--- config.mk ---
export PLATFORM = sky130hd
export DESIGN_NAME = bounded_deque_with_positional_delete_unit_flat
export DESIGN_NICKNAME = d
export VERILOG_FILES = /design/src/bdq_pkg.sv /design/src/bdq_if.sv /design/src/bdq_cell.sv /design/src/bounded_deque_with_positional_delete_unit.sv /design/src/flat_wrapper.sv
export SDC_FILE = /design/constraint.sdc
export NUM_CORES = 1
export LEC_CHECK = 0
export BUFFER_PORTS_ARGS = -buffer_cell sky130_fd_sc_hd__clkbuf_2
export CAP_MARGIN = 20
export CORE_UTILIZATION = 40
export DETAILED_ROUTE_END_ITERATION = 12
export HOLD_SLACK_MARGIN = 0.03
export PLACE_DENSITY = 0.66
export SLEW_MARGIN = 20
export SYNTH_ARGS = -nofsm -noshare
export SYNTH_HDL_FRONTEND = slang
export SYNTH_HIERARCHICAL = 1
export SYNTH_SLANG_ARGS = --single-unit
--- constraint.sdc ---
create_clock -name clk -period 6.6 [get_ports clk]
set_input_delay 0.66 -clock clk [delete_from_list [all_inputs] [get_ports clk]]
set_output_delay 0.66 -clock clk [all_outputs]
set_load 0.01 [all_outputs]
--- src/bdq_pkg.sv ---
// ----------------------------------------------------------------------------
// bdq_pkg
// Shared types and codes for the bounded deque unit.
// ----------------------------------------------------------------------------
package bdq_pkg;

	typedef logic signed [31:0] word_t;

	typedef enum logic [2:0] {
		FN_APPEND    = 3'd0,
		FN_DEL_FIRST = 3'd1,
		FN_DEL_POS   = 3'd2,
		FN_DEL_LAST  = 3'd3,
		FN_TRAVERSE  = 3'd4
	} func_e;

	typedef enum logic [1:0] {
		ST_OK    = 2'd0,
		ST_EMPTY = 2'd1,
		ST_FULL  = 2'd2,
		ST_RANGE = 2'd3
	} status_e;

	// per-cell control: load this cycle, and whether from the right neighbor
	typedef struct packed {
		logic load;
		logic from_next;
	} cell_ctrl_t;

endpackage

--- src/bdq_if.sv ---
// ----------------------------------------------------------------------------
// bdq_if
// Valid/ready channels for requests and results of the deque unit.
// ----------------------------------------------------------------------------
interface bdq_req_if;
	import bdq_pkg::*;

	logic        valid;
	logic        ready;
	logic [2:0]  func;
	word_t       value;
	logic [4:0]  position;

	modport source(output valid, func, value, position, input ready);
	modport sink(input valid, func, value, position, output ready);
endinterface

interface bdq_rsp_if;
	import bdq_pkg::*;

	logic        valid;
	logic        ready;
	word_t       value_res;
	logic [1:0]  status;
	logic        last;

	modport source(output valid, value_res, status, last, input ready);
	modport sink(input valid, value_res, status, last, output ready);
endinterface

--- src/bdq_cell.sv ---
// ----------------------------------------------------------------------------
// bdq_cell
// One storage slot of the deque chain; loads from its right neighbor or from
// the shared input word.
// ----------------------------------------------------------------------------
module bdq_cell (
	input  logic               clk,
	input  bdq_pkg::cell_ctrl_t ctrl,
	input  bdq_pkg::word_t     next_word,
	input  bdq_pkg::word_t     in_word,
	output bdq_pkg::word_t     data
);
	import bdq_pkg::*;

	word_t data_q;

	always_ff @(posedge clk) begin
		if (ctrl.load) begin
			data_q <= ctrl.from_next ? next_word : in_word;
		end
	end

	assign data = data_q;

endmodule

--- src/bounded_deque_with_positional_delete_unit.sv ---
// ----------------------------------------------------------------------------
// bounded_deque_with_positional_delete_unit
// Ordered store of up to DEPTH signed words held in a chain of cells.
// ----------------------------------------------------------------------------
// Append, remove first, remove at a 1-based position and remove last each give
// one status transfer. Removal shifts every cell at or above the removed slot
// one place toward the head. Traverse gives one transfer per stored word, one
// per cycle while the sink keeps up: the chain rotates the first count cells
// by one slot per word, reading the head cell, and is back in its original
// order at the end. A request is taken only when no traverse is in progress
// and the result register is free or being drained. Func codes 5 to 7 are
// dropped silently. Entries hold no reset value; only slots below count are
// ever read.
// ----------------------------------------------------------------------------
module bounded_deque_with_positional_delete_unit #(
	parameter int DEPTH = 16
) (
	input  logic      clk,
	input  logic      arst_n,
	bdq_req_if.sink   req,
	bdq_rsp_if.source rsp
);
	import bdq_pkg::*;

	localparam int CW = $clog2(DEPTH + 1);
	localparam int IW = $clog2(DEPTH);
	localparam int PW = 5;
	localparam int MW = (CW > PW) ? CW : PW;

	typedef enum logic {S_IDLE, S_TRAV} state_e;

	state_e            state_q;
	logic [CW-1:0]     count_q;
	logic [IW-1:0]     trav_q;
	logic              out_valid_q;
	word_t             value_res_q;
	status_e           status_q;
	logic              last_q;

	word_t             cell_data [DEPTH];
	word_t             in_word;

	logic              slot_free;
	logic              accept;
	logic              trav_step;
	logic              trav_last;
	logic              is_full;
	logic              is_empty;
	logic              pos_bad;
	logic [CW-1:0]     cnt_m1;
	logic [MW-1:0]     pos_m1;

	logic              do_app;
	logic              do_shift;
	logic [IW-1:0]     shift_from;
	logic              do_dec;
	logic              res_load;
	status_e           res_status;
	logic              start_trav;

	assign slot_free = !out_valid_q || rsp.ready;
	assign req.ready = (state_q == S_IDLE) && slot_free;
	assign accept    = req.valid && req.ready;
	assign trav_step = (state_q == S_TRAV) && slot_free;

	assign is_full   = (count_q == CW'(DEPTH));
	assign is_empty  = (count_q == '0);
	assign cnt_m1    = count_q - CW'(1);
	assign trav_last = (CW'(trav_q) == cnt_m1);
	assign pos_bad   = (req.position == '0) || (MW'(req.position) > MW'(count_q));
	assign pos_m1    = MW'(req.position) - MW'(1);

	always_comb begin
		do_app     = 1'b0;
		do_shift   = 1'b0;
		shift_from = '0;
		do_dec     = 1'b0;
		res_load   = 1'b0;
		res_status = ST_OK;
		start_trav = 1'b0;
		if (accept) begin
			case (req.func)
				FN_APPEND: begin
					res_load = 1'b1;
					if (is_full) begin
						res_status = ST_FULL;
					end else begin
						do_app = 1'b1;
					end
				end
				FN_DEL_FIRST: begin
					res_load = 1'b1;
					if (is_empty) begin
						res_status = ST_EMPTY;
					end else begin
						do_shift = 1'b1;
						do_dec   = 1'b1;
					end
				end
				FN_DEL_POS: begin
					res_load = 1'b1;
					if (is_empty) begin
						res_status = ST_EMPTY;
					end else if (pos_bad) begin
						res_status = ST_RANGE;
					end else begin
						do_shift   = 1'b1;
						shift_from = pos_m1[IW-1:0];
						do_dec     = 1'b1;
					end
				end
				FN_DEL_LAST: begin
					res_load = 1'b1;
					if (is_empty) begin
						res_status = ST_EMPTY;
					end else begin
						do_dec = 1'b1;
					end
				end
				FN_TRAVERSE: begin
					if (is_empty) begin
						res_load   = 1'b1;
						res_status = ST_EMPTY;
					end else begin
						start_trav = 1'b1;
					end
				end
				default: begin
				end
			endcase
		end
	end

	// during traverse the head word wraps around to the tail slot
	assign in_word = trav_step ? cell_data[0] : req.value;

	for (genvar i = 0; i < DEPTH; i++) begin : g_cell
		cell_ctrl_t ctrl;
		word_t      next_word;

		assign ctrl.load = (do_app && (count_q == CW'(i)))
			|| (do_shift && (IW'(i) >= shift_from))
			|| trav_step;
		assign ctrl.from_next = do_shift || (trav_step && (CW'(i) != cnt_m1));

		if (i == DEPTH - 1) begin : g_tail
			assign next_word = cell_data[i];
		end else begin : g_body
			assign next_word = cell_data[i+1];
		end

		bdq_cell u_cell (
			.clk       (clk),
			.ctrl      (ctrl),
			.next_word (next_word),
			.in_word   (in_word),
			.data      (cell_data[i])
		);
	end

	always_ff @(posedge clk or negedge arst_n) begin
		if (!arst_n) begin
			state_q     <= S_IDLE;
			count_q     <= '0;
			trav_q      <= '0;
			out_valid_q <= 1'b0;
			value_res_q <= '0;
			status_q    <= ST_OK;
			last_q      <= 1'b0;
		end else begin
			if (do_app) begin
				count_q <= count_q + CW'(1);
			end else if (do_dec) begin
				count_q <= cnt_m1;
			end

			case (state_q)
				S_IDLE: begin
					if (start_trav) begin
						state_q <= S_TRAV;
						trav_q  <= '0;
					end
				end
				S_TRAV: begin
					if (trav_step) begin
						if (trav_last) begin
							state_q <= S_IDLE;
						end else begin
							trav_q <= trav_q + IW'(1);
						end
					end
				end
				default: begin
					state_q <= S_IDLE;
				end
			endcase

			if (res_load) begin
				out_valid_q <= 1'b1;
				value_res_q <= '0;
				status_q    <= res_status;
				last_q      <= 1'b1;
			end else if (trav_step) begin
				out_valid_q <= 1'b1;
				value_res_q <= cell_data[0];
				status_q    <= ST_OK;
				last_q      <= trav_last;
			end else if (rsp.ready) begin
				out_valid_q <= 1'b0;
			end
		end
	end

	assign rsp.valid     = out_valid_q;
	assign rsp.value_res = value_res_q;
	assign rsp.status    = status_q;
	assign rsp.last      = last_q;

endmodule

--- src/flat_wrapper.sv ---
// flat-port wrapper written by rule: the top's interface ports become plain ports
module bounded_deque_with_positional_delete_unit_flat import bdq_pkg::*;
#(
	parameter int DEPTH = 16
)
  (clk, arst_n, req_valid, req_func, req_value, req_position, req_ready, rsp_valid, rsp_value_res, rsp_status, rsp_last, rsp_ready);
  bdq_req_if req_i ();
  bdq_rsp_if rsp_i ();
  input  logic clk;
  input  logic arst_n;
  input wire logic [$bits(req_i.valid)-1:0] req_valid;
  input wire logic [$bits(req_i.func)-1:0] req_func;
  input wire logic [$bits(req_i.value)-1:0] req_value;
  input wire logic [$bits(req_i.position)-1:0] req_position;
  output wire logic [$bits(req_i.ready)-1:0] req_ready;
  output wire logic [$bits(rsp_i.valid)-1:0] rsp_valid;
  output wire logic [$bits(rsp_i.value_res)-1:0] rsp_value_res;
  output wire logic [$bits(rsp_i.status)-1:0] rsp_status;
  output wire logic [$bits(rsp_i.last)-1:0] rsp_last;
  input wire logic [$bits(rsp_i.ready)-1:0] rsp_ready;
  assign req_i.valid = req_valid;
  assign req_i.func = req_func;
  assign req_i.value = req_value;
  assign req_i.position = req_position;
  assign req_ready = req_i.ready;
  assign rsp_valid = rsp_i.valid;
  assign rsp_value_res = rsp_i.value_res;
  assign rsp_status = rsp_i.status;
  assign rsp_last = rsp_i.last;
  assign rsp_i.ready = rsp_ready;
  bounded_deque_with_positional_delete_unit #(.DEPTH(DEPTH)) u_core (.clk(clk), .arst_n(arst_n), .req(req_i), .rsp(rsp_i));
endmodule
==> flow_summary.html <==
<table>
<tr><th>Metric</th><th>Value</th></tr>
<tr><th colspan="2">Floorplan</th></tr>
<tr><td>Count of standard-cell rows</td><td>95</td></tr>
<tr><td>Effective utilization at floorplan</td><td>0.406</td></tr>
<tr><td>Vertical die dimension</td><td>264 um</td></tr>
<tr><td>Core Area</td><td>67500 um^2</td></tr>
<tr><td>Horizontal die dimension</td><td>264 um</td></tr>
<tr><td>Number of top-level design ports</td><td>81</td></tr>
<tr><td>Area of the die</td><td>69600 um^2</td></tr>
<tr><th colspan="2">Pwr</th></tr>
<tr><td>Final Power</td><td>17.3 mW</td></tr>
<tr><td>Static power due to leakage</td><td>11.6 nW</td></tr>
<tr><td>Pwr Density</td><td>578 nW/um^2</td></tr>
<tr><td>Max VDD drop</td><td>0.356 mV</td></tr>
<tr><th colspan="2">Finish</th></tr>
<tr><td>Antenna fix cells</td><td>0</td></tr>
<tr><td>Post-route design area</td><td>30000 um^2</td></tr>
<tr><td>Area growth from synthesis to layout</td><td>9.19%</td></tr>
<tr><td>Number of standard cells in the layout, taps in and fillers out</td><td>2524</td></tr>
<tr><td>Share of final-layout standard cells stronger than drive strength 1</td><td>0.447</td></tr>
<tr><td>Layout net count</td><td>1663</td></tr>
<tr><td>Core utilization of the finished layout</td><td>0.444</td></tr>
<tr><td>Commonest cells after routing, fill and taps aside</td><td>sky130_fd_sc_hd__edfxtp_1, sky130_fd_sc_hd__mux2_4, sky130_fd_sc_hd__nand2_1</td></tr>
<tr><td>Leading cell type in the layout, fill and taps excluded</td><td>sky130_fd_sc_hd__edfxtp_1</td></tr>
<tr><th colspan="2">Setup path</th></tr>
<tr><td>Required @ worst endpoint</td><td>6960 ps</td></tr>
<tr><td>Critical path start-end classification</td><td>reg -&gt; reg</td></tr>
<tr><td>Worst R2R End</td><td>u_core/g_cell[7].u_cell/data[16]</td></tr>
<tr><td>Largest fanout of any net on the critical path</td><td>32</td></tr>
<tr><td>Arr. time, crit path</td><td>4680 ps</td></tr>
<tr><td>Launching element type of the critical path</td><td>register</td></tr>
<tr><td>Worst r2r path cells</td><td>9</td></tr>
<tr><td>Reg2Reg Setup Slack</td><td>2280 ps</td></tr>
<tr><td>Worst Setup End Kind</td><td>register</td></tr>
<tr><td>Startpoint of the worst-slack reg-to-reg timing path</td><td>u_core/count_q[2]</td></tr>
<tr><th colspan="2">Place</th></tr>
<tr><td>Number of cells in the design after placement</td><td>2416</td></tr>
<tr><td>Number of buffers inserted by port buffering</td><td>80</td></tr>
<tr><td>Pre-CTS WS</td><td>1690 ps</td></tr>
<tr><td>HPWL after DPL</td><td>30.4 mm</td></tr>
<tr><td>Placed Instance Area</td><td>28100 um^2</td></tr>
<tr><td>Final weighted congestion in routability-driven placement</td><td>0.835</td></tr>
<tr><th colspan="2">Synth</th></tr>
<tr><td>Synthesized area divided by synthesized cell count</td><td>17.9 um^2</td></tr>
<tr><td>Most instantiated flip-flop cell in the synthesis netlist</td><td>sky130_fd_sc_hd__edfxtp_1</td></tr>
<tr><td>Post-synthesis net count</td><td>1590</td></tr>
<tr><td>Post-synth EDFFs</td><td>512</td></tr>
<tr><td>Number of warnings printed during yosys synthesis</td><td>6</td></tr>
<tr><td>Synthesized flop and latch total</td><td>558</td></tr>
<tr><td>Synthesized netlist cell count</td><td>1532</td></tr>
<tr><td>Count of distinct cell types in the synthesized netlist</td><td>63</td></tr>
<tr><td>Cell area after synthesis</td><td>27400 um^2</td></tr>
<tr><td>Fraction of registers with async set/reset</td><td>0.0824</td></tr>
<tr><td>Proportion of synthesized chip area in sequential cells</td><td>0.602</td></tr>
<tr><th colspan="2">CTS</th></tr>
<tr><td>Number of sinks on the clock net</td><td>558</td></tr>
<tr><td>Number of levels the H-tree was split into</td><td>2</td></tr>
<tr><td>Count of instances resized after the clock tree is built</td><td>0</td></tr>
<tr><td>Library cell used as clock root buffer</td><td>sky130_fd_sc_hd__clkbuf_16</td></tr>
<tr><td>Clock tree from TritonCTS</td><td>yes</td></tr>
<tr><td>Post-CTS repair timing setup buffer count</td><td>0</td></tr>
<tr><td>Clock Latency Late Sink</td><td>610 ps</td></tr>
<tr><td>CTS Buffer Depth</td><td>3</td></tr>
<tr><td>Clock-pin transition on the worst setup and hold timing paths</td><td>70 ps</td></tr>
<tr><td>Hold-fix buffer count after cts</td><td>0</td></tr>
<tr><td>Number of buffers created by CTS</td><td>56</td></tr>
<tr><th colspan="2">Detailed routing</th></tr>
<tr><td>Post-DR wirelength/cell</td><td>17.8 um</td></tr>
<tr><td>Count of unresolved DRC violations after routing</td><td>0</td></tr>
<tr><td>Detailed Routing Iterations Pass 1</td><td>5</td></tr>
<tr><td>Routed Wire Length</td><td>44.9 mm</td></tr>
<tr><td>Initial drt markers</td><td>611</td></tr>
<tr><td>Antenna viol nets, final</td><td>0</td></tr>
<tr><td>Routed vias</td><td>12700</td></tr>
<tr><td>Avg Vias per Cell</td><td>5.02</td></tr>
<tr><th colspan="2">Job</th></tr>
<tr><td>Total of max-cap violations</td><td>0</td></tr>
<tr><th colspan="2">STA</th></tr>
<tr><td>Worst-margin pin slew</td><td>1060 ps</td></tr>
<tr><td>Count of final setup violators</td><td>0</td></tr>
<tr><td>Total negative setup slack</td><td>0 ps</td></tr>
<tr><td>Portion of the clock cycle consumed by the worst path in the final layout</td><td>0.655</td></tr>
<tr><td>Worst-case headroom to the max-slew limit</td><td>0.290</td></tr>
<tr><td>Clock Skews</td><td>8.87 ps</td></tr>
<tr><td>Worst setup margin</td><td>2280 ps</td></tr>
<tr><td>Setup repair after global routing missed its margin</td><td>false</td></tr>
<tr><td>Final worst hold slack</td><td>151 ps</td></tr>
<tr><td>Final Hold Vio Count</td><td>0</td></tr>
<tr><td>Maximum achievable frequency</td><td>231 MHz</td></tr>
<tr><td>Min cycle time layout</td><td>4320 ps</td></tr>
<tr><td>Final-report max-slew violation count</td><td>0</td></tr>
<tr><th colspan="2">Status</th></tr>
<tr><td>Result of the run</td><td>completed</td></tr>
<tr><th colspan="2">GRT</th></tr>
<tr><td>Number of global-route vias before repair</td><td>13200</td></tr>
<tr><td>Combined global-route utilization of all metal layers</td><td>0.129</td></tr>
<tr><td>GR Overflow Total</td><td>0</td></tr>
<tr><td>Initial antenna violation count</td><td>0</td></tr>
<tr><td>Largest net degree at the start of global routing</td><td>58</td></tr>
<tr><td>Global-route wire length before repair</td><td>72.9 mm</td></tr>
<tr><th colspan="2">Worst hold path</th></tr>
<tr><td>Min-delay worst type</td><td>in -&gt; async</td></tr>
</table>
[cells in the mapped netlist, drive strengths merged (3+ instances only)]
library cell | count | area [um^2]
edfxtp | 512 | 15400
mux2 | 512 | 7570
nand2 | 167 | 627
buf | 77 | 1210
dfrtp | 46 | 1150
a21oi | 34 | 174
o21ai | 25 | 125
nor2 | 19 | 81.3
a22o | 14 | 124
ha | 14 | 175
xnor2 | 13 | 121
clkbuf | 12 | 45.0
nor3 | 10 | 55.1
inv | 9 | 33.8
nand2b | 5 | 38.8
nor2b | 5 | 33.8
o221ai | 5 | 43.8
a31oi | 4 | 25.0
and3 | 4 | 25.0
nand3 | 4 | 25.0
and2 | 3 | 20.0
mux2i | 3 | 30.0
nand4 | 3 | 18.8
o22ai | 3 | 18.8
or3 | 3 | 18.8
[registers in the layout, indices dropped and copies added, names as in the netlist]
name and count:
u_core/count_q 5, u_core/g_cell.u_cell/data 512, u_core/rsp.last 1, u_core/rsp.status 2
u_core/rsp.valid 1, u_core/rsp.value_res 32, u_core/state_q 1, u_core/trav_q 4
[worst max-delay path, stage by stage (launching register included)]
cell and delay, ps:
sky130_fd_sc_hd__dfrtp_1 710, sky130_fd_sc_hd__inv_1 180, sky130_fd_sc_hd__ha_1 300, sky130_fd_sc_hd__and3_1 190
sky130_fd_sc_hd__and3_1 210, sky130_fd_sc_hd__a31o_1 210, sky130_fd_sc_hd__and3_1 270, sky130_fd_sc_hd__nor2_4 620
sky130_fd_sc_hd__nand2_2 790, sky130_fd_sc_hd__mux2_4 540
[per-layer routing]
metal,part of all wire,track usage
met4,0.024,0.0390
met5,0,0
met2,0.48,0.214
met1,0.46,0.172
met3,0.034,0.0244
[power breakdown]
group | switching [mW] | internal, mW | total [mW]
logic | 3.21 | 4.04 | 7.26
clock network | 1.31 | 1.74 | 3.05
registers | 0.539 | 6.47 | 7.01
[how the worst max path moves through the flow]
stage	from	endpoint	cells past startpoint
after floorplan	u_core/count_q[0]	u_core/g_cell[3].u_cell/data[0]	7
after global placement	u_core/count_q[2]	u_core/g_cell[14].u_cell/data[18]	9
after detailed placement	u_core/count_q[2]	u_core/g_cell[10].u_cell/data[18]	9
after CTS	u_core/count_q[2]	u_core/g_cell[10].u_cell/data[19]	9
after global routing	u_core/count_q[3]	u_core/g_cell[6].u_cell/data[17]	9
final	u_core/count_q[2]	u_core/g_cell[7].u_cell/data[16]	9
[logic make-up after synthesis]
kind of cell | after synthesis | synth area share
buffers and inverters | 98 | 0.0468
xor gates and xnor gates | 15 | 0.00584
and+or+nand+nor | 231 | 0.0378
DFF | 558 | 0.602
AOI/OAI and AO/OA | 101 | 0.0237
adders and majority gates | 14 | 0.00639
muxes | 515 | 0.277
[layout make-up]
type / instances / area, um^2
Clock buffer: 74 / 1490
Clock inverter: 30 / 268
Fill cell: 5785 / 37600
Inverter: 9 / 33.8
Multi-Input combinational cell: 876 / 9860
Sequential cell: 558 / 16500
Tap cell: 873 / 1090
Timing Repair Buffer: 104 / 686
No activity file was read; power rests on OpenSTA's default activity.
